===== src/hw/rtl/slui_pkg.sv =====
`timescale 1ns / 1ps

package slui_pkg;

    localparam int DATA_W = 32;

    typedef enum logic [1:0] {
        CMD_LOAD_A = 2'd0,
        CMD_LOAD_B = 2'd1,
        CMD_RUN    = 2'd2
    } cmd_t;

    localparam logic MODE_UNION     = 1'b0;
    localparam logic MODE_INTERSECT = 1'b1;

    typedef struct packed {
        logic load_a;
        logic load_b;
        logic start;
        logic step;
        logic finish;
    } ctrl_cmd_t;

    typedef struct packed {
        logic walk_done;
        logic out_free;
    } dp_status_t;

endpackage


===== src/hw/rtl/slui_ctrl.sv =====
`timescale 1ns / 1ps

module slui_ctrl (
    input  logic                   aclk,
    input  logic                   aresetn,
    input  logic                   s_tvalid,
    output logic                   s_tready,
    input  logic [1:0]             s_tuser,
    input  slui_pkg::dp_status_t   status,
    output slui_pkg::ctrl_cmd_t    cmd
);

    typedef enum logic [1:0] {
        ST_IDLE = 2'b01,
        ST_WALK = 2'b10
    } state_t;

    state_t state_reg;
    state_t state_next;
    logic   accept;

    assign s_tready = (state_reg == ST_IDLE);
    assign accept   = s_tvalid && s_tready;

    always_comb begin
        state_next = state_reg;
        cmd        = '0;
        case (state_reg)
            ST_IDLE: begin
                cmd.load_a = accept && (s_tuser == slui_pkg::CMD_LOAD_A);
                cmd.load_b = accept && (s_tuser == slui_pkg::CMD_LOAD_B);
                if (accept && (s_tuser == slui_pkg::CMD_RUN)) begin
                    cmd.start  = 1'b1;
                    state_next = ST_WALK;
                end
            end
            ST_WALK: begin
                if (status.out_free) begin
                    if (status.walk_done) begin
                        cmd.finish = 1'b1;
                        state_next = ST_IDLE;
                    end else begin
                        cmd.step = 1'b1;
                    end
                end
            end
            default: begin
                state_next = ST_IDLE;
            end
        endcase
    end

    always_ff @(posedge aclk) begin
        if (!aresetn) begin
            state_reg <= ST_IDLE;
        end else begin
            state_reg <= state_next;
        end
    end

    a_step_not_done: assert property (@(posedge aclk) disable iff (!aresetn)
        cmd.step |-> !status.walk_done && status.out_free)
        else $error("walk step issued after walk finished or with output busy");

    a_finish_to_idle: assert property (@(posedge aclk) disable iff (!aresetn)
        cmd.finish |=> s_tready)
        else $error("input not reopened after run finished");

    a_no_load_in_walk: assert property (@(posedge aclk) disable iff (!aresetn)
        (state_reg == ST_WALK) |-> !cmd.load_a && !cmd.load_b && !cmd.start)
        else $error("input command issued during walk");

endmodule


===== src/hw/rtl/slui_datapath.sv =====
`timescale 1ns / 1ps

module slui_datapath #(
    parameter int LIST_DEPTH = 32
) (
    input  logic                          aclk,
    input  logic                          aresetn,
    input  logic                          cfg_wr_en,
    input  logic                          cfg_wr_data,
    input  logic [slui_pkg::DATA_W-1:0]   s_tdata,
    input  slui_pkg::ctrl_cmd_t           cmd,
    output slui_pkg::dp_status_t          status,
    output logic                          m_tvalid,
    input  logic                          m_tready,
    output logic [slui_pkg::DATA_W-1:0]   m_tdata,
    output logic                          m_tlast,
    output logic [1:0]                    m_tuser
);

    localparam int IDX_W = (LIST_DEPTH > 1) ? $clog2(LIST_DEPTH) : 1;
    localparam int CNT_W = $clog2(LIST_DEPTH + 1);
    localparam int SLOTS = 2 ** IDX_W;
    localparam logic [CNT_W-1:0] DEPTH_C = CNT_W'(LIST_DEPTH);

    logic [slui_pkg::DATA_W-1:0] a_mem [SLOTS];
    logic [slui_pkg::DATA_W-1:0] b_mem [SLOTS];
    logic [slui_pkg::DATA_W-1:0] a_rd_reg;
    logic [slui_pkg::DATA_W-1:0] b_rd_reg;

    logic [CNT_W-1:0] cnt_a_reg, cnt_a_next;
    logic [CNT_W-1:0] cnt_b_reg, cnt_b_next;
    logic [CNT_W-1:0] i_reg, i_next;
    logic [CNT_W-1:0] j_reg, j_next;
    logic             ovf_reg, ovf_next;
    logic             mode_reg, mode_next;
    logic             pend_v_reg, pend_v_next;
    logic [slui_pkg::DATA_W-1:0] pend_reg, pend_next;
    logic             ovalid_reg, ovalid_next;
    logic [slui_pkg::DATA_W-1:0] odata_reg, odata_next;
    logic             olast_reg, olast_next;
    logic             oempty_reg, oempty_next;
    logic             oovf_reg, oovf_next;

    logic [slui_pkg::DATA_W-1:0] a_val, b_val, cand, emit_val;
    logic a_rem, b_rem, a_lt_b, b_lt_a, take_a, emit, adv_i, adv_j;
    logic out_free;

    // read data is registered from the next pointers, so it matches the current ones
    assign a_val  = a_rd_reg;
    assign b_val  = b_rd_reg;
    assign a_rem  = i_reg < cnt_a_reg;
    assign b_rem  = j_reg < cnt_b_reg;
    assign a_lt_b = $signed(a_val) < $signed(b_val);
    assign b_lt_a = $signed(b_val) < $signed(a_val);
    assign take_a = a_rem && (!b_rem || !b_lt_a);
    assign cand   = take_a ? a_val : b_val;

    always_comb begin
        if (mode_reg == slui_pkg::MODE_INTERSECT) begin
            emit     = (a_val == b_val);
            emit_val = a_val;
            adv_i    = !b_lt_a;
            adv_j    = !a_lt_b;
        end else begin
            emit     = !pend_v_reg || (pend_reg != cand);
            emit_val = cand;
            adv_i    = take_a;
            adv_j    = !take_a;
        end
    end

    assign out_free         = !ovalid_reg || m_tready;
    assign status.out_free  = out_free;
    assign status.walk_done = (mode_reg == slui_pkg::MODE_INTERSECT) ?
                              (!a_rem || !b_rem) : (!a_rem && !b_rem);

    always_comb begin
        cnt_a_next  = cnt_a_reg;
        cnt_b_next  = cnt_b_reg;
        i_next      = i_reg;
        j_next      = j_reg;
        ovf_next    = ovf_reg;
        mode_next   = cfg_wr_en ? cfg_wr_data : mode_reg;
        pend_v_next = pend_v_reg;
        pend_next   = pend_reg;
        ovalid_next = ovalid_reg && !m_tready;
        odata_next  = odata_reg;
        olast_next  = olast_reg;
        oempty_next = oempty_reg;
        oovf_next   = oovf_reg;

        if (cmd.load_a) begin
            if (cnt_a_reg < DEPTH_C) begin
                cnt_a_next = cnt_a_reg + 1'b1;
            end else begin
                ovf_next = 1'b1;
            end
        end
        if (cmd.load_b) begin
            if (cnt_b_reg < DEPTH_C) begin
                cnt_b_next = cnt_b_reg + 1'b1;
            end else begin
                ovf_next = 1'b1;
            end
        end
        if (cmd.start) begin
            i_next      = '0;
            j_next      = '0;
            pend_v_next = 1'b0;
        end
        if (cmd.step) begin
            i_next = i_reg + CNT_W'(adv_i);
            j_next = j_reg + CNT_W'(adv_j);
            if (emit) begin
                pend_v_next = 1'b1;
                pend_next   = emit_val;
                if (pend_v_reg) begin
                    ovalid_next = 1'b1;
                    odata_next  = pend_reg;
                    olast_next  = 1'b0;
                    oempty_next = 1'b0;
                    oovf_next   = ovf_reg;
                end
            end
        end
        if (cmd.finish) begin
            ovalid_next = 1'b1;
            odata_next  = pend_v_reg ? pend_reg : '0;
            olast_next  = 1'b1;
            oempty_next = !pend_v_reg;
            oovf_next   = ovf_reg;
            cnt_a_next  = '0;
            cnt_b_next  = '0;
            ovf_next    = 1'b0;
            pend_v_next = 1'b0;
        end
    end

    always_ff @(posedge aclk) begin
        if (cmd.load_a && (cnt_a_reg < DEPTH_C)) begin
            a_mem[cnt_a_reg[IDX_W-1:0]] <= s_tdata;
        end
        if (cmd.load_b && (cnt_b_reg < DEPTH_C)) begin
            b_mem[cnt_b_reg[IDX_W-1:0]] <= s_tdata;
        end
        a_rd_reg <= a_mem[i_next[IDX_W-1:0]];
        b_rd_reg <= b_mem[j_next[IDX_W-1:0]];
    end

    always_ff @(posedge aclk) begin
        if (!aresetn) begin
            cnt_a_reg  <= '0;
            cnt_b_reg  <= '0;
            i_reg      <= '0;
            j_reg      <= '0;
            ovf_reg    <= 1'b0;
            mode_reg   <= slui_pkg::MODE_UNION;
            pend_v_reg <= 1'b0;
            ovalid_reg <= 1'b0;
        end else begin
            cnt_a_reg  <= cnt_a_next;
            cnt_b_reg  <= cnt_b_next;
            i_reg      <= i_next;
            j_reg      <= j_next;
            ovf_reg    <= ovf_next;
            mode_reg   <= mode_next;
            pend_v_reg <= pend_v_next;
            ovalid_reg <= ovalid_next;
        end
        pend_reg   <= pend_next;
        odata_reg  <= odata_next;
        olast_reg  <= olast_next;
        oempty_reg <= oempty_next;
        oovf_reg   <= oovf_next;
    end

    assign m_tvalid = ovalid_reg;
    assign m_tdata  = odata_reg;
    assign m_tlast  = olast_reg;
    assign m_tuser  = {oovf_reg, oempty_reg};

    a_cnt_bound: assert property (@(posedge aclk) disable iff (!aresetn)
        (cnt_a_reg <= DEPTH_C) && (cnt_b_reg <= DEPTH_C))
        else $error("list count beyond capacity");

    a_finish_clears: assert property (@(posedge aclk) disable iff (!aresetn)
        cmd.finish |=> (cnt_a_reg == '0) && (cnt_b_reg == '0) && !ovf_reg && m_tvalid && m_tlast)
        else $error("run end did not clear state or post last item");

    a_ptr_bound: assert property (@(posedge aclk) disable iff (!aresetn)
        cmd.step |=> (i_reg <= cnt_a_reg) && (j_reg <= cnt_b_reg))
        else $error("walk pointer ran past list end");

endmodule


===== src/hw/rtl/sorted_list_union_intersection_unit.sv =====
`timescale 1ns / 1ps
// Sorted list union / intersection unit.
// Input stream: s_tuser carries the command (load A, load B, run), s_tdata
// the signed element for loads. Loads are accepted one per cycle while idle;
// a load into a full list is dropped and sets the overflow flag.
// A run closes the input (s_tready low) while the walk advances the list
// pointers one step per cycle whenever the output is free; each step is the
// single compare-and-advance step of the walk over the two stores.
// Output stream: m_tdata is the result value, m_tlast marks the last
// transaction of a run, m_tuser = {overflow_seen, empty_result}. An empty
// answer yields one transaction with m_tuser[0] set and m_tdata zero.
// One result is held back to mark the last, so a result reaches the output
// only when the next one is emitted or the run ends. When the receiver
// stalls the walk pauses; input reopens once the last result is in the output
// register. cfg_wr_en / cfg_wr_data set the mode (0 union, 1 intersection)
// and are to be written only while idle; the block itself does not enforce it.
// Reset (aresetn low, synchronous) clears counts, flag, mode and output
// valid; list contents stay undefined until loaded.

module sorted_list_union_intersection_unit #(
    parameter int LIST_DEPTH = 32
) (
    input  logic                         aclk,
    input  logic                         aresetn,
    input  logic                         cfg_wr_en,
    input  logic                         cfg_wr_data,
    input  logic                         s_tvalid,
    output logic                         s_tready,
    input  logic [slui_pkg::DATA_W-1:0]  s_tdata,   // element_value
    input  logic [1:0]                   s_tuser,   // command
    output logic                         m_tvalid,
    input  logic                         m_tready,
    output logic [slui_pkg::DATA_W-1:0]  m_tdata,   // result_value
    output logic                         m_tlast,
    output logic [1:0]                   m_tuser    // empty_result, overflow_seen
);

    slui_pkg::ctrl_cmd_t  cmd;
    slui_pkg::dp_status_t status;

    slui_ctrl u_ctrl (
        .aclk     (aclk),
        .aresetn  (aresetn),
        .s_tvalid (s_tvalid),
        .s_tready (s_tready),
        .s_tuser  (s_tuser),
        .status   (status),
        .cmd      (cmd)
    );

    slui_datapath #(
        .LIST_DEPTH (LIST_DEPTH)
    ) u_dp (
        .aclk        (aclk),
        .aresetn     (aresetn),
        .cfg_wr_en   (cfg_wr_en),
        .cfg_wr_data (cfg_wr_data),
        .s_tdata     (s_tdata),
        .cmd         (cmd),
        .status      (status),
        .m_tvalid    (m_tvalid),
        .m_tready    (m_tready),
        .m_tdata     (m_tdata),
        .m_tlast     (m_tlast),
        .m_tuser     (m_tuser)
    );

endmodule


===== config.mk =====
export PLATFORM = sky130hd
export DESIGN_NAME = sorted_list_union_intersection_unit
export DESIGN_NICKNAME = d
export VERILOG_FILES = /design/src/hw/rtl/slui_pkg.sv /design/src/hw/rtl/slui_ctrl.sv /design/src/hw/rtl/slui_datapath.sv /design/src/hw/rtl/sorted_list_union_intersection_unit.sv
export SDC_FILE = /design/constraint.sdc
export NUM_CORES = 2
export LEC_CHECK = 0
export BUFFER_PORTS_ARGS = -buffer_cell sky130_fd_sc_hd__buf_4
export CORE_MARGIN = 5
export CORE_UTILIZATION = 45
export CTS_CLUSTER_DIAMETER = 80
export DETAILED_ROUTE_END_ITERATION = 8
export PLACE_DENSITY_LB_ADDON = 0.12
export SLEW_MARGIN = 20
export SYNTH_ARGS = -nofsm -noshare
export SYNTH_HDL_FRONTEND = slang
export SYNTH_SLANG_ARGS = --single-unit

===== constraint.sdc =====
create_clock -name aclk -period 10.7 [get_ports aclk]
set_clock_uncertainty 0.15 [all_clocks]
set_input_delay 1.605 -clock aclk [delete_from_list [all_inputs] [get_ports aclk]]
set_output_delay 1.605 -clock aclk [all_outputs]
set_load 0.03 [all_outputs]

## Word level (Yosys, flattened, before mapping)

Memories as Yosys holds them, arrays and structs flattened. A register that Yosys moved wholly into a read port is not among the register bits.
Cells that the tools add are included.

| operators by class | value |
|---|---|
| reductions and logical operators | 33 |
| bitwise gates (word level) | 1 |
| add/subtract/negate cells | 4 |
| muxes and demuxes | 48 |
| eq/ne operators | 9 |
| $lt $le $gt $ge | 6 |

Operator list:

| kind | count |
|---|---|
| $mux W32 | 7 |
| $lt A32 B32 Y1 | 2 |
| $eq A32 B32 Y1 | 1 |
| $ne A32 B32 Y1 | 1 |
| $mux W1 | 30 |
| $mux W6 | 4 |
| $add A6 B1 Y6 | 2 |
| $add A6 B1 Y6 const B | 2 |
| $lt A6 B6 Y1 | 2 |
| $lt A6 B6 Y1 const B | 2 |
| $mux W2 | 5 |
| $logic_and A1 B1 Y1 | 9 |
| $reduce_and A3 Y1 | 3 |
| $logic_not A1 Y1 | 8 |
| $reduce_bool A2 Y1 | 4 |
| $reduce_and A2 Y1 | 3 |
| $eq A2 B1 Y1 const B | 2 |
| $eq A2 B2 Y1 const B | 2 |
| $logic_or A1 B1 Y1 | 4 |
| $ne A2 B2 Y1 const B | 2 |
| $pmux W2 S2 | 1 |
| $mux W3 | 1 |
| $logic_not A2 Y1 | 1 |
| $ne A2 B1 Y1 const B | 1 |
| 2 further kinds | 2 |

| storage, ports and cells | value |
|---|---|
| memories kept | 2 |
| RAM bits | 2048 |
| output and inout bits | 37 |
| input port bits | 40 |
| register bits | 97 |

Memories:

| name | words | width | rd ports | clocked after memory_dff | wr ports | RTL line | RTL |
|---|---|---|---|---|---|---|---|
| u_dp.a_mem | 32 | 32 | 1 | 1 | 1 | slui_datapath.sv:25 | `logic [slui_pkg::DATA_W-1:0] a_mem [SLOTS];` |
| u_dp.b_mem | 32 | 32 | 1 | 1 | 1 | slui_datapath.sv:26 | `logic [slui_pkg::DATA_W-1:0] b_mem [SLOTS];` |

## Longest topological paths before layout

| logic depth | value |
|---|---|
| word-level depth | 11 |
| depth in mapped cells | 22 |
| gate-level depth less buffers | 19 |

## Modules after synthesis

From an unflattened synthesis, not the netlist that was laid out.

| unflattened totals | value |
|---|---|
| cell total of the unflattened synthesis | 6770 |
| area, all modules | 88229.6 µm² |

By module, submodules not included:

| module | cells each | seq. area each (µm²) | instances | area each (µm²) |
|---|---|---|---|---|
| slui_datapath | 6756 | 65342.7 | 1 | 88092.0 |
| slui_ctrl | 14 | 40.0 | 1 | 137.6 |

## Least setup slack after synthesis

Ideal clock, no wire load.

| timing path | value |
|---|---|
| path kind | flip-flop to flip-flop |
| start point | register u_dp.cnt_b_reg[3] |
| end point | register u_dp.odata_reg (netlist bit u_dp.m_tdata[0]) (enable) |
| setup slack | 5006 ps |
| library setup time | 472 ps |
| data arrival time | 5072 ps |
| cell stages (with the launch flop) | 14 |
| buffers on the path | 2 |
| period minus slack after synthesis | 5694 ps |
| path through | dfxtp_1 clkbuf_1 inv_1 ha_1 a2111oi_2 o31a_1 nand2_1 a32oi_1 nand2_2 buf_6 mux2i_1 o211ai_1 and4b_1 o21ai_0 |

| between the ends | value |
|---|---|
| word-level cells in the longest chain between the ends | 10 |
| elaborated cells between the ends (all ways) | 19 |
| classes of those cells | 1 x order compare; 1 x eq/ne; 7 x mux; 10 x reduce/logical |

Ends and longest elaborated chain:

| element | RTL line | RTL |
|---|---|---|
| start: declaration | slui_datapath.sv:31 | `logic [CNT_W-1:0] cnt_b_reg, cnt_b_next;` |
| start signal: assignment | slui_datapath.sv:162 | `cnt_b_reg <= cnt_b_next;` |
| $lt A6 B6 Y1 * | slui_datapath.sv:52 | `assign b_rem = j_reg < cnt_b_reg;` |
| $logic_not A1 Y1 * | slui_datapath.sv:55, slui_datapath.sv:75 |  |
| $logic_or A1 B1 Y1 | slui_datapath.sv:55 | `assign take_a = a_rem && (!b_rem \|\| !b_lt_a);` |
| $logic_and A1 B1 Y1 | slui_datapath.sv:55 |  |
| $mux W32 | slui_datapath.sv:56 | `assign cand = take_a ? a_val : b_val;` |
| $ne A32 B32 Y1 | slui_datapath.sv:65 | `emit = !pend_v_reg \|\| (pend_reg != cand);` |
| $logic_or A1 B1 Y1 | slui_datapath.sv:65 |  |
| $mux W1 | slui_datapath.sv:59 | `if (mode_reg == slui_pkg::MODE_INTERSECT) begin` |
| $reduce_bool A2 Y1 (no source line) | - |  |
| $reduce_and A3 Y1 (no source line) * | - |  |
| end signal: assignment | slui_datapath.sv:171 | `odata_reg <= odata_next;` |
| end: declaration | slui_datapath.sv:39 | `logic [slui_pkg::DATA_W-1:0] odata_reg, odata_next;` |

Mark *: on every way between the ends. The rest lies on a longest branch, timed or not.
A chain may end at the register's enable or synchronous reset.

## Final worst setup path

| timing path | value |
|---|---|
| start point | register u_dp.a_rd_reg[23] in the netlist's numbering, read port of u_dp.a_mem |
| end point | register u_dp.b_rd_reg[30] in the netlist's numbering, read port of u_dp.b_mem |

| between the ends | value |
|---|---|
| word-level cells in the longest chain between the ends | 8 |
| elaborated cells between the ends (all ways) | 10 |
| classes of those cells | 1 x add/sub; 2 x order compare; 2 x mux; 5 x reduce/logical |

Ends and longest elaborated chain:

| element | RTL line | RTL |
|---|---|---|
| start: declaration | slui_datapath.sv:27 | `logic [slui_pkg::DATA_W-1:0] a_rd_reg;` |
| $lt A32 B32 Y1 | slui_datapath.sv:54 | `assign b_lt_a = $signed(b_val) < $signed(a_val);` |
| $logic_not A1 Y1 | slui_datapath.sv:55 |  |
| $logic_or A1 B1 Y1 | slui_datapath.sv:55 |  |
| $logic_and A1 B1 Y1 | slui_datapath.sv:55 |  |
| $logic_not A1 Y1 | slui_datapath.sv:68 | `adv_j = !take_a;` |
| $mux W1 * | slui_datapath.sv:59 |  |
| $add A6 B1 Y6 * | slui_datapath.sv:113 | `j_next = j_reg + CNT_W'(adv_j);` |
| $mux W6 * | slui_datapath.sv:111 | `if (cmd.step) begin` |
| end: declaration | slui_datapath.sv:28 | `logic [slui_pkg::DATA_W-1:0] b_rd_reg;` |

Marks and branches as above.

==> metrics.txt <==
run status finished, final reports clean; Top FF cell, synth edfxtp_1; Syn Nets 5042; Final period util 69.92%; fin area 99390 µm²; multi-input logic area 21770 µm²; dpl cells 7532; detailed-route via count 45328; #FFs+latches synth 2209; layout cell share with drive strength beyond 1 11.95%; top cells by area, synth edfxtp_1, mux2i_1, dfxtp_1, o22ai_1, buf_4; number of global-route vias before repair 44705; share of flip-flops with an asynchronous set or reset 0%; Die X 453.0 µm; Worst VDD drop 141.7 µV; fin util 50.97%; Synth top area share 71.90%; Placer Congestion 0.8829; R2R setup slack 3.22 ns; MaxCap Viol Count 0; Worst Setup EP u_dp.b_rd_reg[30]$_DFF_P_; Post-Layout Cell Count 7954; CTS tree yes; Worst-Skew Late Latency 0.86 ns; Via density 5.699; Tmin final 7.481 ns; Remaining Overflow, GRT 0; I/O Buffers 76; Synth Cell Area 88290 µm²; ANT nets after route 0; Initial DRT Pass Iterations 6; fin. max-slew vios 0; post-cts sizing count 0; DRT iter0 DRCs 4216; required time worst endpoint 11.21 ns; Filler cells 16007; dpl hpwl 129200 µm; Mean Syn Cell Area 17.84 µm²; most frequent cells in the layout edfxtp_1, mux2i_1, o22ai_1, clkbuf_16, buf_4; Worst Path Arrival 7.99 ns; leakage power total 28.89 nW; I/O pin total 77; Reg2Reg Capture Point u_dp.b_rd_reg[30]$_DFF_P_; register area share after synthesis 74.05%; Placed Area 92260 µm²; initial antenna violation count 12; min-delay worst type reg2reg; clock buffer depth 3; Total GRT Usage 22.60%; first-pass GRT wire length 332700 µm; Reg2Reg Launch Point u_dp.a_rd_reg[23]$_DFF_P_; commonest non-fill, non-tap cell in the layout edfxtp_1; CP Max Fanout 58; drt total wl 235600 µm; Unique masters post-synth 74; largest net degree at the start of global routing 113; cells after synthesis 4948; Ys Warns 0; nature of the critical path startpoint flop; final hold viol count 0; relative slew slack 18.65%; die area 205200 µm²; Die Ht 453.0 µm; worst hold slack 0.3244 ns; CORE AREA 195000 µm²; RSZ-0062 raised after global routing no; # rows 162; drt wl/cell 29.62 µm; f_max 0.1337 GHz; Register Area 65380 µm²; Power Density 174.5 nW/µm²; area grow syn2layout 12.56%; worst setup path start u_dp.a_rd_reg[23]$_DFF_P_; Slew @ Worst Pin 1.209 ns; CTS Root Cell clkbuf_16; # clock sinks 2209; Starting Density 45.28%; CTS Buf Count 223; Synth area leader edfxtp_1; htree depth 4; Reg clk slew, reported paths 0.07 ns; final setup fails 0; number of synthesized flops with an enable pin 2114; NumNets Final 5227; Setup TNS 0 ns; number of cells on the worst reg-to-reg path 18; CP endpoint kind flop; Hold Buf Count CTS 0; post-CTS setup buffers 0; final routed DRC violation total 0; critical path type reg2reg
cells by family (layout without fill, tap and decap cells):
logic type | Yosys count | in the layout | share of synthesized area (%)
xor+xnor | 38 | 38 | 0.3770
simple gates | 389 | 389 | 2.225
fa+ha+maj | 56 | 56 | 0.7936
buf+inv | 311 | 678 | 2.089
other cells | 0 | 15 | 0
compound gates | 397 | 397 | 2.912
mux | 1548 | 1548 | 17.55
flops | 2209 | 2209 | 74.05
critical path, cell delays in order, from the launching register on:
cell,delay [ns]
dfxtp_1,0.62
ha_1,0.35
a41oi_1,0.15
o21ai_0,0.12
a221oi_1,0.30
o211ai_1,0.25
a32oi_1,0.69
nand2_2,0.46
a21oi_1,0.37
ha_1,0.24
ha_1,0.14
nand3_1,0.10
o21ai_4,0.40
buf_4,0.63
buf_4,0.90
mux2i_1,0.17
mux2i_1,0.24
o22ai_1,0.11
nor4_1,0.81
per-layer routing:
metal	vias to the layer above	global-route usage (%)	wire, µm
met4	0	7.383	7709
met3	364	3.425	12830
met2	1407	37.07	113400
li1	20013	-	-
met5	-	0	0
met1	23544	31.13	101700
layout make-up:
cell class	count	share of cell area [%]
clock buffer	287	6.013
timing repair buffer	199	1.576
sequential	2209	65.79
inverter	72	0.2719
tap	2624	3.303
multi-input combinational	2428	21.91
antenna	15	0.03777
clock inverter	120	1.103
cell usage after synthesis, drive strengths merged, types with 2 or more instances:
library cell  count
a222oi            2
dfxtp            95
nand2b            7
o21a              3
xor2              7
edfxtp         2114
o221ai            2
o211ai            4
nor3              7
nand3            35
inv              71
nand2            86
a22o              3
buf             211
and3              2
a22oi             2
nor2b            33
nor3b             2
o22ai           269
maj3              2
o21ai            50
a211oi            4
a2111oi           6
a21oi            21
nor4             70
a21boi            2
o31a              3
xnor2            31
nand3b            2
ha               54
nor2            114
a221oi            9
o31ai             2
mux2i          1547
nand4            18
a32oi             2
clkbuf           28
a221o             2
and2              8
power by group:
part,internal [W],switching (W)
Clock,0.00433,0.00325
Combinational,0.0000494,0.000214
Sequential,0.00949,0.0000156
how the worst min path moves through the flow:
| stage | depth (start not counted) | from | slack, ns | to |
|---|---|---|---|---|
| after floorplan | 0 | u_dp.ovf_reg$_SDFF_PP0_ | 0.26 | u_dp.oovf_reg$_DFFE_PP_ |
| after global placement | 1 | u_dp.i_reg[5]$_SDFFE_PN0P_ | 0.31 | u_dp.i_reg[5]$_SDFFE_PN0P_ |
| after detailed placement | 1 | u_dp.j_reg[5]$_SDFFE_PN0P_ | 0.31 | u_dp.j_reg[5]$_SDFFE_PN0P_ |
| after CTS | 1 | u_dp.j_reg[5]$_SDFFE_PN0P_ | 0.32 | u_dp.j_reg[5]$_SDFFE_PN0P_ |
| after global routing | 1 | u_dp.j_reg[5]$_SDFFE_PN0P_ | 0.35 | u_dp.j_reg[5]$_SDFFE_PN0P_ |
| final | 1 | u_dp.j_reg[5]$_SDFFE_PN0P_ | 0.32 | u_dp.j_reg[5]$_SDFFE_PN0P_ |
per-stage QoR:
step	setup WS, ns	power, W
6_report	3.219	0.01734
3_5_place_dp	3.180	0.009947
2_1_floorplan	5.006	0.009754
4_1_cts	3.148	0.01749
3_3_place_gp	3.223	0.009941
5_1_grt	2.781	0.01786
Power figures use the tool's default switching activity.
